===== config.mk =====
export PLATFORM = sky130hd
export DESIGN_NAME = serial_frame_checksum_deframer_flat
export DESIGN_NICKNAME = d
export VERILOG_FILES = /design/src/design/sfcd_pkg.sv /design/src/design/sfcd_if.sv /design/src/design/serial_frame_checksum_deframer.sv /design/src/design/sfcd_in_stage.sv /design/src/design/sfcd_frame_logic.sv /design/src/design/sfcd_out_stage.sv /design/src/flat_wrapper.sv
export SDC_FILE = /design/constraint.sdc
export NUM_CORES = 1
export LEC_CHECK = 0
export BUFFER_PORTS_ARGS = -buffer_cell sky130_fd_sc_hd__buf_4
export CORE_ASPECT_RATIO = 2
export CORE_MARGIN = 3
export CORE_UTILIZATION = 25
export CTS_BUF_LIST = sky130_fd_sc_hd__clkbuf_4
export DETAILED_ROUTE_END_ITERATION = 8
export PLACE_DENSITY = 0.42
export REMOVE_ABC_BUFFERS = 1
export SLEW_MARGIN = 10
export SYNTH_ARGS = -nofsm -noshare
export SYNTH_HDL_FRONTEND = slang
export SYNTH_SLANG_ARGS = --single-unit

===== constraint.sdc =====
create_clock -name clk -period 3.4 [get_ports clk]
set_clock_uncertainty 0.05 [all_clocks]
set_input_delay 1.02 -clock clk [delete_from_list [all_inputs] [get_ports clk]]
set_output_delay 1.02 -clock clk [all_outputs]
set_load 0.01 [all_outputs]

===== src/design/sfcd_pkg.sv =====
// Package for the serial frame checksum deframer.
// Holds the frame constants, status codes and the result record type.
// No dependencies; every other file of the block imports it.
`default_nettype none

package sfcd_pkg;

    localparam int BYTE_W  = 8;
    localparam int POS_W   = 9;
    localparam int STATUS_W = 2;

    // Total bytes of a fixed frame, checksum byte included.
    localparam int FIXED_FRAME_BYTES = 64;
    // Header bytes, length byte and checksum byte around the payload.
    localparam int EXTRA_BYTES = 4;

    localparam logic [BYTE_W-1:0] HDR_A = 8'hFE;
    localparam logic [BYTE_W-1:0] HDR_B = 8'hEF;

    localparam logic [POS_W-1:0] POS_HDR0 = 9'd0;
    localparam logic [POS_W-1:0] POS_HDR1 = 9'd1;
    localparam logic [POS_W-1:0] POS_LEN  = 9'd2;

    localparam logic [POS_W-1:0] FIXED_CSUM_POS = POS_W'(FIXED_FRAME_BYTES - 1);
    localparam logic [POS_W-1:0] LEN_CSUM_ADD   = POS_W'(EXTRA_BYTES - 1);
    // Largest offset a frame can reach.
    localparam logic [POS_W-1:0] MAX_POS =
        (FIXED_FRAME_BYTES - 1 > 255 + EXTRA_BYTES - 1) ? POS_W'(FIXED_FRAME_BYTES - 1)
                                                        : POS_W'(255 + EXTRA_BYTES - 1);

    localparam logic [STATUS_W-1:0] STATUS_INSIDE = 2'd0;
    localparam logic [STATUS_W-1:0] STATUS_GOOD   = 2'd1;
    localparam logic [STATUS_W-1:0] STATUS_BAD    = 2'd2;

    typedef struct packed {
        logic [BYTE_W-1:0]   out_byte;
        logic [POS_W-1:0]    frame_pos;
        logic                frame_kind;
        logic                frame_end;
        logic [STATUS_W-1:0] frame_status;
    } sfcd_result_t;

endpackage

`default_nettype wire


===== src/design/sfcd_if.sv =====
// Stream interfaces of the deframer: received bytes in, annotated bytes out.
// Each carries valid, ready and the payload. Depends on sfcd_pkg.
`default_nettype none

interface sfcd_in_if
    import sfcd_pkg::*;
();
    logic              valid;
    logic              ready;
    logic [BYTE_W-1:0] rx_byte;

    modport source (output valid, output rx_byte, input ready);
    modport sink   (input valid, input rx_byte, output ready);
endinterface

interface sfcd_out_if
    import sfcd_pkg::*;
();
    logic                valid;
    logic                ready;
    logic [BYTE_W-1:0]   out_byte;
    logic [POS_W-1:0]    frame_pos;
    logic                frame_kind;
    logic                frame_end;
    logic [STATUS_W-1:0] frame_status;

    modport source (output valid, output out_byte, output frame_pos, output frame_kind,
                    output frame_end, output frame_status, input ready);
    modport sink   (input valid, input out_byte, input frame_pos, input frame_kind,
                    input frame_end, input frame_status, output ready);
endinterface

`default_nettype wire


===== src/design/serial_frame_checksum_deframer.sv =====
// Serial frame checksum deframer, top level. Takes one received byte per
// request and returns it tagged with its frame offset, frame kind and, on the
// checksum byte, a good/bad verdict. A frame whose two header bytes are FE EF
// or EF FE is 64 bytes long; any other frame is its length byte (third byte)
// plus 4. The checksum is the inverted low byte of the length byte plus the
// payload. Exactly one result comes out for every byte taken, in order. The
// block takes one byte every cycle while the output is not stalled; a taken
// byte sits in the input register, moves into the result register when that
// register can load and is offered on the output from then on. The tracker
// between the registers does a compare, an 8-bit add and the offset count.
// Both registers hand off in the same cycle, so a stalled output backs up
// through at most two held bytes. Depends on sfcd_pkg and sfcd_if.
`default_nettype none

module serial_frame_checksum_deframer
    import sfcd_pkg::*;
(
    input  wire logic  clk,
    input  wire logic  rst_n,
    sfcd_in_if.sink    in_ch,
    sfcd_out_if.source out_ch
);

    logic              advance;
    logic              stage_valid;
    logic [BYTE_W-1:0] stage_byte;
    sfcd_result_t      result;

    sfcd_in_stage u_in_stage (
        .clk     (clk),
        .rst_n   (rst_n),
        .rx      (in_ch),
        .advance (advance),
        .valid   (stage_valid),
        .rx_byte (stage_byte)
    );

    sfcd_frame_logic u_frame_logic (
        .clk     (clk),
        .rst_n   (rst_n),
        .advance (advance),
        .rx_byte (stage_byte),
        .result  (result)
    );

    sfcd_out_stage u_out_stage (
        .clk      (clk),
        .rst_n    (rst_n),
        .in_valid (stage_valid),
        .result   (result),
        .advance  (advance),
        .tx       (out_ch)
    );

endmodule

`default_nettype wire


===== src/design/sfcd_in_stage.sv =====
// Input register of the deframer: captures one received byte per request.
// Depends on sfcd_pkg and sfcd_in_if.
`default_nettype none

module sfcd_in_stage
    import sfcd_pkg::*;
(
    input  wire logic      clk,
    input  wire logic      rst_n,
    sfcd_in_if.sink        rx,
    input  wire logic      advance,
    output logic           valid,
    output logic [BYTE_W-1:0] rx_byte
);

    logic              valid_reg;
    logic              valid_next;
    logic [BYTE_W-1:0] byte_reg;
    logic              take;

    // Accept when empty or when the held byte moves on this cycle.
    assign rx.ready = !valid_reg || advance;
    assign take     = rx.valid && rx.ready;

    always_comb
    begin
        valid_next = valid_reg;
        if (take)
        begin
            valid_next = 1'b1;
        end
        else if (advance)
        begin
            valid_next = 1'b0;
        end
    end

    always_ff @(posedge clk or negedge rst_n)
    begin
        if (!rst_n)
        begin
            valid_reg <= 1'b0;
        end
        else
        begin
            valid_reg <= valid_next;
        end
    end

    always_ff @(posedge clk)
    begin
        if (take)
        begin
            byte_reg <= rx.rx_byte;
        end
    end

    assign valid   = valid_reg;
    assign rx_byte = byte_reg;

endmodule

`default_nettype wire


===== src/design/sfcd_frame_logic.sv =====
// Frame tracker: position, header kind, length and running checksum state,
// plus the combinational annotation of the current byte. Depends on sfcd_pkg.
`default_nettype none

module sfcd_frame_logic
    import sfcd_pkg::*;
(
    input  wire logic         clk,
    input  wire logic         rst_n,
    input  wire logic         advance,
    input  wire logic [BYTE_W-1:0] rx_byte,
    output sfcd_result_t      result
);

    logic [POS_W-1:0]  pos_reg,    pos_next;
    logic [BYTE_W-1:0] hdr0_reg,   hdr0_next;
    logic              fixed_reg,  fixed_next;
    logic [BYTE_W-1:0] len_reg,    len_next;
    logic [BYTE_W-1:0] sum_reg,    sum_next;

    logic [POS_W-1:0]  csum_pos;
    logic              is_fixed_hdr;
    logic              at_csum;

    assign is_fixed_hdr = (hdr0_reg == HDR_A && rx_byte == HDR_B) ||
                          (hdr0_reg == HDR_B && rx_byte == HDR_A);
    assign csum_pos = fixed_reg ? FIXED_CSUM_POS
                                : ({{(POS_W-BYTE_W){1'b0}}, len_reg} + LEN_CSUM_ADD);
    assign at_csum  = (pos_reg > POS_LEN) && (pos_reg == csum_pos);

    always_comb
    begin
        pos_next   = pos_reg;
        hdr0_next  = hdr0_reg;
        fixed_next = fixed_reg;
        len_next   = len_reg;
        sum_next   = sum_reg;

        result.out_byte     = rx_byte;
        result.frame_pos    = pos_reg;
        result.frame_kind   = fixed_reg;
        result.frame_end    = 1'b0;
        result.frame_status = STATUS_INSIDE;

        if (pos_reg == POS_HDR0)
        begin
            hdr0_next         = rx_byte;
            result.frame_kind = 1'b0;
            pos_next          = POS_HDR1;
        end
        else if (pos_reg == POS_HDR1)
        begin
            fixed_next        = is_fixed_hdr;
            result.frame_kind = is_fixed_hdr;
            pos_next          = POS_LEN;
        end
        else if (pos_reg == POS_LEN)
        begin
            len_next = rx_byte;
            sum_next = rx_byte;
            pos_next = POS_W'(3);
        end
        else if (at_csum)
        begin
            result.frame_end    = 1'b1;
            result.frame_status = (~sum_reg == rx_byte) ? STATUS_GOOD : STATUS_BAD;
            pos_next            = POS_HDR0;
        end
        else
        begin
            sum_next = sum_reg + rx_byte;
            pos_next = pos_reg + POS_W'(1);
        end
    end

    // Commit the state only when the byte moves into the result register.
    always_ff @(posedge clk or negedge rst_n)
    begin
        if (!rst_n)
        begin
            pos_reg   <= '0;
            hdr0_reg  <= '0;
            fixed_reg <= 1'b0;
            len_reg   <= '0;
            sum_reg   <= '0;
        end
        else if (advance)
        begin
            pos_reg   <= pos_next;
            hdr0_reg  <= hdr0_next;
            fixed_reg <= fixed_next;
            len_reg   <= len_next;
            sum_reg   <= sum_next;
        end
    end

    a_end_restarts: assert property (@(posedge clk) disable iff (!rst_n)
        advance && result.frame_end |=> pos_reg == POS_HDR0)
        else $error("frame did not restart after checksum byte");

    a_pos_bounded: assert property (@(posedge clk) disable iff (!rst_n)
        pos_reg <= MAX_POS)
        else $error("frame offset beyond longest frame");

    a_pos_holds: assert property (@(posedge clk) disable iff (!rst_n)
        !advance |=> $stable(pos_reg) && $stable(sum_reg))
        else $error("frame state moved without a request");

    a_end_status: assert property (@(posedge clk) disable iff (!rst_n)
        result.frame_end == (result.frame_status != STATUS_INSIDE))
        else $error("end flag and status disagree");

endmodule

`default_nettype wire


===== src/design/sfcd_out_stage.sv =====
// Result register of the deframer: holds one annotated byte until taken.
// Depends on sfcd_pkg and sfcd_out_if.
`default_nettype none

module sfcd_out_stage
    import sfcd_pkg::*;
(
    input  wire logic         clk,
    input  wire logic         rst_n,
    input  wire logic         in_valid,
    input  wire sfcd_result_t result,
    output logic              advance,
    sfcd_out_if.source        tx
);

    logic         valid_reg;
    logic         valid_next;
    sfcd_result_t res_reg;
    logic         can_load;

    // Load when empty or when the held result is taken this cycle.
    assign can_load = !valid_reg || tx.ready;
    assign advance  = in_valid && can_load;

    always_comb
    begin
        valid_next = valid_reg;
        if (can_load)
        begin
            valid_next = in_valid;
        end
    end

    always_ff @(posedge clk or negedge rst_n)
    begin
        if (!rst_n)
        begin
            valid_reg <= 1'b0;
        end
        else
        begin
            valid_reg <= valid_next;
        end
    end

    always_ff @(posedge clk)
    begin
        if (advance)
        begin
            res_reg <= result;
        end
    end

    assign tx.valid        = valid_reg;
    assign tx.out_byte     = res_reg.out_byte;
    assign tx.frame_pos    = res_reg.frame_pos;
    assign tx.frame_kind   = res_reg.frame_kind;
    assign tx.frame_end    = res_reg.frame_end;
    assign tx.frame_status = res_reg.frame_status;

endmodule

`default_nettype wire

===== src/flat_wrapper.sv =====
// flat-port wrapper written by rule: the top's interface ports become plain ports
module serial_frame_checksum_deframer_flat import sfcd_pkg::*;
  (clk, rst_n, in_ch_valid, in_ch_rx_byte, in_ch_ready, out_ch_valid, out_ch_out_byte, out_ch_frame_pos, out_ch_frame_kind, out_ch_frame_end, out_ch_frame_status, out_ch_ready);
  sfcd_in_if in_ch_i ();
  sfcd_out_if out_ch_i ();
  input  wire logic clk;
  input  wire logic rst_n;
  input wire logic [$bits(in_ch_i.valid)-1:0] in_ch_valid;
  input wire logic [$bits(in_ch_i.rx_byte)-1:0] in_ch_rx_byte;
  output wire logic [$bits(in_ch_i.ready)-1:0] in_ch_ready;
  output wire logic [$bits(out_ch_i.valid)-1:0] out_ch_valid;
  output wire logic [$bits(out_ch_i.out_byte)-1:0] out_ch_out_byte;
  output wire logic [$bits(out_ch_i.frame_pos)-1:0] out_ch_frame_pos;
  output wire logic [$bits(out_ch_i.frame_kind)-1:0] out_ch_frame_kind;
  output wire logic [$bits(out_ch_i.frame_end)-1:0] out_ch_frame_end;
  output wire logic [$bits(out_ch_i.frame_status)-1:0] out_ch_frame_status;
  input wire logic [$bits(out_ch_i.ready)-1:0] out_ch_ready;
  assign in_ch_i.valid = in_ch_valid;
  assign in_ch_i.rx_byte = in_ch_rx_byte;
  assign in_ch_ready = in_ch_i.ready;
  assign out_ch_valid = out_ch_i.valid;
  assign out_ch_out_byte = out_ch_i.out_byte;
  assign out_ch_frame_pos = out_ch_i.frame_pos;
  assign out_ch_frame_kind = out_ch_i.frame_kind;
  assign out_ch_frame_end = out_ch_i.frame_end;
  assign out_ch_frame_status = out_ch_i.frame_status;
  assign out_ch_i.ready = out_ch_ready;
  serial_frame_checksum_deframer u_core (.clk(clk), .rst_n(rst_n), .in_ch(in_ch_i), .out_ch(out_ch_i));
endmodule

==> results of run 1 <==
per-layer routing:
layer / part of all wire (%) / wire [um]
met1: 34 / 2880
met2: 62 / 5180
met3: 1.8 / 151
met4: 2.3 / 197
met5: 0 / 0
synth_stat cells (2+ instances only):
cell      count
a21oi_1       9
a31oi_1       3
and2_1        3
and3_1        3
buf_2         5
clkbuf_1      3
dfrtp_1      36
edfxtp_1     29
ha_1         12
inv_1        14
mux2_2       21
mux2i_1       3
nand2_1      25
nand2b_1      3
nand3_1      10
nand3b_1      2
nand4_1       4
nor2_1       11
nor2b_1       4
nor3_1       10
nor4bb_1      3
o21a_1        2
o21ai_0      22
o21ai_1       2
o311ai_0      2
o31ai_1       2
or2_2         3
or3_1         3
xnor2_1       6
xor2_1        6
area by class of cell:
type / instances / area, um^2 / area share, %
well taps: 152 / 190 / 4.73
diodes: 1 / 2.50 / 0.0623
repair buffers: 46 / 345 / 8.59
inverters: 15 / 56.3 / 1.40
flip-flops and latches: 65 / 1770 / 44.1
clock inverters: 6 / 92.6 / 2.30
clock buffers: 10 / 75.1 / 1.87
multi-input cells: 200 / 1490 / 37.0
stage by stage:
stage	std cells	cell area (um^2)	hold WS, ns
floorplan	280	3310	0.400
global placement	478	3850	0.417
detailed placement	478	3850	0.424
CTS	494	4020	0.449
global route	495	4020	0.494
finish	495	4020	0.446
worst max path at each step:
| stage | start | to |
|---|---|---|
| finish | u_core.u_frame_logic.len_reg[0] | u_core.u_frame_logic.sum_reg[2] |
| CTS | u_core.u_frame_logic.len_reg[0] | u_core.u_frame_logic.sum_reg[2] |
| global route | u_core.u_frame_logic.len_reg[0] | u_core.u_frame_logic.sum_reg[2] |
| detailed placement | u_core.u_frame_logic.len_reg[0] | u_core.u_frame_logic.sum_reg[2] |
| floorplan | out_ch_ready | u_core.u_frame_logic.len_reg[2] |
| global placement | u_core.u_frame_logic.len_reg[0] | u_core.u_frame_logic.sum_reg[4] |
cells by family (layout without fill, tap and decap cells):
logic type	count (synthesis)	in the layout	synth area share (%)
AND/OR/NAND/NOR	94	94	15.6
flip-flops	65	65	52.7
AO/OA/AOI/OAI	56	56	11.6
multiplexers	24	24	7.93
buffers and inverters	24	77	3.09
adder cells (fa/ha/maj)	13	13	5.06
XOR/XNOR	13	13	3.95
other	0	1	0
power by group:
part | switching (uW) | internal, uW | total, uW
clock | 301 | 309 | 610
sequential | 146 | 979 | 1120
combinational | 459 | 419 | 878
total | 906 | 1710 | 2610
worst register-to-register path: stages, from the launching register on:
cell	delay [ns]
dfrtp_1	0.47
inv_1	0.09
ha_1	0.26
nand3b_1	0.19
xnor2_1	0.15
or3_1	0.35
a221oi_4	0.33
o2111ai_4	0.23
nand3_4	0.23
mux2_2	0.36
==> results_dict.tcl, run 1 <==
set metrics [dict create \
    slew_headroom_pct 63.5 \
    min_delay_startpoint "u_core.u_frame_logic.hdr0_reg[1]" \
    synth_edf_count 29 \
    critical_path.max_stage_delay_ns 0.47 \
    unrepaired_setup_endpoints_after_global_routing "no" \
    power.density_nw_per_um2 650 \
    tritoncts "built" \
    end_kind "flop" \
    timing.critical_path.max_delay_family "simple AND/OR/NAND/NOR gates" \
    run_status "completed" \
    mapped_area_um2 3360 \
    synthesis.area_per_instance_um2 11.6 \
    cts.clk_slew.worst_paths_ns 0.12 \
    routed_wire_length_um 8400 \
    clock_tree.htree_level_count 3 \
    worst_skew_pair.late_latency_ns 0.41 \
    area_growth_from_synthesis_to_final_layout_pct 19.6 \
    leading_cell_type_in_the_layout_fill_and_taps_excluded "buf_4" \
    final.period_utilization_pct 83.2 \
    worst-path-max-fanout 10 \
    io_pins 35 \
    max_slew.worst_pin.slew_ns 0.542 \
    layout_common_cells "buf_4 (46), dfrtp_1 (36), edfxtp_1 (29)" \
    critical_path.cell_chain "inv_1 > ha_1 > nand3b_1 > xnor2_1 > or3_1 > a221oi_4 > o2111ai_4 > nand3_4 > mux2_2" \
    placement_rows 59 \
    final.min_clock_period_ns 2.83 \
    post_synthesis_cells 289 \
    final.fill_count 1342 \
    core_um2 13100 \
    synth-seq-area-share_pct 52.7 \
    achievable-frequency_ghz 0.354 \
    drv_cap 0 \
    timing.critical_path.depth 9 \
    synth_top_cells_by_area "dfrtp_1 (27%), edfxtp_1 (26%), mux2_2 (7.0%), ha_1 (4.5%), o21ai_0 (3.3%)" \
    avg_wl_per_cell_um 17.0 \
    finalMaxSlewViolations 0 \
    num_vias 2357 \
    final_antenna_violating_net_count 0 \
    clockRootBuffer "clkbuf_4" \
    share_of_layout_cells_above_drive_strength_1_pct 28.1 \
    cts-hold-fix-buffers 0 \
    timing.final.hold_violations 0 \
    global_routing_s_busiest_layer "met2" \
    chipHeight_um 170 \
    global_route_wire_length_before_repair_um 13100 \
    fin_ws_ns 0.573 \
    timing.critical_path.required_ns 3.65 \
    async_reset_ff_share_pct 55.4 \
    holdPathStages 2 \
    crit_slowest_cell "dfrtp_1" \
    firstDrtPassIters 4 \
    dr.first_iter.drc_count 112 \
    cts_post_setup_buffers_inserted 0 \
    final_net_count 362 \
    post_synth_num_cell_types 58 \
    post-route-drc-count 0 \
    numCtsBuffers 9 \
    yosysTopAreaCell "dfrtp_1" \
    replace_congestion 0.787 \
    post-synth-top-area-fraction_pct 26.8 \
    grt_use_met1_pct 11.3 \
    clock_sink_count 65 \
    rr_startpoint "u_core.u_frame_logic.len_reg[0]" \
    grt_use_met3_pct 1.89 \
    io_buffers 34 \
    use_met2_pct 24.0 \
    setup.worst_path.start_class "flop" \
    p_total_uw 2610 \
    ir_drop_mv 0.243 \
    reg2reg_slack_ns 0.57 \
    dominantRegCellSynth "dfrtp_1" \
    initial_antenna_violation_count 1 \
    fp.dieW_um 88.0 \
    vias_in_the_first_global_route 2397 \
    grt_remaining_overflow 0 \
    postSynthRegisterBits 65 \
    min_to "u_core.u_frame_logic.hdr0_reg[1]" \
    place_worst_setup_slack_ns 0.560 \
    grt_use_total_pct 12.0 \
    setup-violations-final 0 \
    post_drt_via_cell_ratio 4.76 \
    dp_hpwl_um 6560 \
    clock_path_buffers 2 \
    worst-setup-path-type "flop to flop" \
    arrival_ns 3.08 \
    final_core_utilization_pct 30.8 \
    grt_max_degree 37 \
    leakage_uw 0.00162 \
    worstHoldPathType "flop to flop" \
    r2r-end "u_core.u_frame_logic.sum_reg[2]" \
    worstPathBufferInverterCount 1 \
    yosysWarnings 0 \
    die-area_um2 15000 \
    final.setup.tns_ns 0 \
    number_of_instances_resized_during_post_cts_repair 0 \
    cell_depth_of_the_worst_flop_to_flop_path 9 \
    floorplan.initialDensity_pct 25.7 \
]
(Power assumes the default switching activity.)
==> run 2: changes to the inputs <==
Settings changed: PLACE_DENSITY 0.42 to 0.44.
Clock period 3.4 ns to 2.4 ns, I/O delays scaled along.
==> run 2 against run 1 <==
The run now ends with negative setup slack left; critical path depth unchanged; sequential power up 38%; total power up 44%; via count up 7.3%; worst setup slack worse by 0.79 ns; core utilization up 2.7 points; cell count up 7.5%; routed wire length up 5.8%; combinational power up 67%; register-to-register slack worse by 0.79 ns; largest power group unchanged.
==> results_dict.tcl, run 2 (synthesized netlist as in run 1, its figures left out) <==
set metrics [dict create \
    run_status "finished, violations left" \
    final.setup.tns_ns -2.27 \
    violations "negative setup slack" \
    global_route_wire_length_before_repair_um 14300 \
    io_buffers 34 \
    slew_headroom_pct 53.7 \
    timing.final.hold_violations 0 \
    grt_max_degree 37 \
    cts.clk_slew.worst_paths_ns 0.13 \
    worst-path-max-fanout 6 \
    drv_cap 0 \
    vias_in_the_first_global_route 2743 \
    clock_sink_count 65 \
    end_kind "flop" \
    multi_input_combinational_cell_area_um2 1570 \
    core_um2 13100 \
    fp.dieW_um 88.0 \
    final.period_utilization_pct 109 \
    replace_congestion 0.812 \
    leakage_uw 0.00183 \
    area_growth_from_synthesis_to_final_layout_pct 30.0 \
    worst_skew_pair.late_latency_ns 0.45 \
    final.fill_count 1308 \
    final.min_clock_period_ns 2.62 \
    unrepaired_setup_endpoints_after_global_routing "yes" \
    layout_common_cells "buf_4 (79), dfrtp_1 (36), edfxtp_1 (29)" \
    fin_ws_ns -0.221 \
    initial_antenna_violation_count 1 \
    numCtsBuffers 9 \
    grt_remaining_overflow 0 \
    setup-violations-final 18 \
    finalMaxSlewViolations 0 \
    die-area_um2 15000 \
    setup.worst_path.start_class "flop" \
    post-route-drc-count 0 \
    power.density_nw_per_um2 864 \
    post_drt_via_cell_ratio 4.75 \
    dp_hpwl_um 6830 \
    io_pins 35 \
    routed_wire_length_um 8890 \
    share_of_layout_cells_above_drive_strength_1_pct 38.0 \
    max_slew.worst_pin.slew_ns 0.688 \
    final-seq-area_um2 1770 \
    ir_drop_mv 0.269 \
    chipHeight_um 170 \
    final_net_count 399 \
    avg_wl_per_cell_um 16.7 \
    final_core_utilization_pct 33.4 \
    dr.first_iter.drc_count 54 \
    clockRootBuffer "clkbuf_4" \
    arrival_ns 2.89 \
    worst-setup-path-type "flop to flop" \
    worstHoldPathType "primary input to async pin" \
    clock_tree.htree_level_count 3 \
    clock_path_buffers 2 \
    final_antenna_violating_net_count 0 \
    firstDrtPassIters 5 \
    num_vias 2529 \
    grt_use_total_pct 13.0 \
    achievable-frequency_ghz 0.381 \
    cts-hold-fix-buffers 0 \
    floorplan.initialDensity_pct 25.7 \
    timing.critical_path.required_ns 2.67 \
    placement_rows 59 \
    leading_cell_type_in_the_layout_fill_and_taps_excluded "buf_4" \
    tritoncts "built" \
]
run 2: cell types whose count changed in the layout (fill, tap and decap cells not counted), sizes merged:
cell    change
buf        +36
clkinv      +2
bufinv      -1
clkbuf      -1
nand3       +1
run 2: where the power goes:
part           total [uW]  leakage [uW]  internal [uW]  switching [uW]
sequential           1550      0.000698           1390             164
combinational        1470       0.00106            715             753
clock                 753     0.0000696            315             438
run 2: timing repair:
item | in CTS | in global routing
setup endpoints to repair | 20 | 20
gates cloned | 1 | 0
buffers inserted | 5 | 1
resized for setup | 21 | 5
pin swaps | 6 | 2
run 2: final timing paths:
| check | start | end | slack (ns) | cells after the start |
|---|---|---|---|---|
| max | u_core.u_frame_logic.len_reg[0] | u_core.u_frame_logic.pos_reg[8] | -0.22 | 9 |
| min | rst_n | u_core.u_frame_logic.pos_reg[7] | 0.17 | 1 |
| max reg2reg | u_core.u_frame_logic.len_reg[0] | u_core.u_frame_logic.pos_reg[8] | -0.22 | 9 |
| min reg2reg | u_core.u_frame_logic.hdr0_reg[1] | u_core.u_frame_logic.hdr0_reg[1] | 0.45 | 2 |
| max in group asynchronous | rst_n | u_core.u_frame_logic.fixed_reg | 1.72 | 1 |
| min in group clk | in_ch_rx_byte[3] | u_core.u_in_stage.rx_byte[3] | 0.40 | 1 |
run 2: area by class of cell:
class	instances	area share (%)
flip-flops and latches	65	40.5
multi-input cells	201	36.0
repair buffers	82	14.5
well taps	152	4.35
clock inverters	7	1.63
clock buffers	9	1.55
inverters	15	1.29
diodes	1	0.0573
run 2: worst max-delay path, cell delays in order, from the launching register on:
cell and delay (ns):
dfrtp_1 0.43, buf_6 0.13, o2111a_1 0.26, xor2_1 0.16, or4bb_1 0.49, a21oi_2 0.20, o2111ai_4 0.21, buf_6 0.18
and3_1 0.15, a221o_1 0.26
run 2: routing by layer:
layer	part of all wire [%]	wire length, um	vias up	GRT usage (%)
li1	-	-	1234	-
met1	33	2950	1222	11.5
met2	60	5310	49	25.7
met3	2.4	214	24	2.86
met4	4.6	406	0	6.75
met5	0	0	-	0
run 2: stage by stage:
stage / std cells / instance area, um^2 / worst slack [ns] / hold slack (ns) / power [uW]
5_1_grt: 532 / 4370 / -0.331 / 0.178 / 4050
4_1_cts: 530 / 4350 / -0.224 / 0.184 / 3790
3_5_place_dp: 508 / 4090 / -0.277 / 0.421 / 2950
6_report: 532 / 4370 / -0.221 / 0.166 / 3770
2_1_floorplan: 280 / 3310 / -0.277 / 0.374 / 2440
3_3_place_gp: 508 / 4090 / -0.238 / 0.415 / 2940
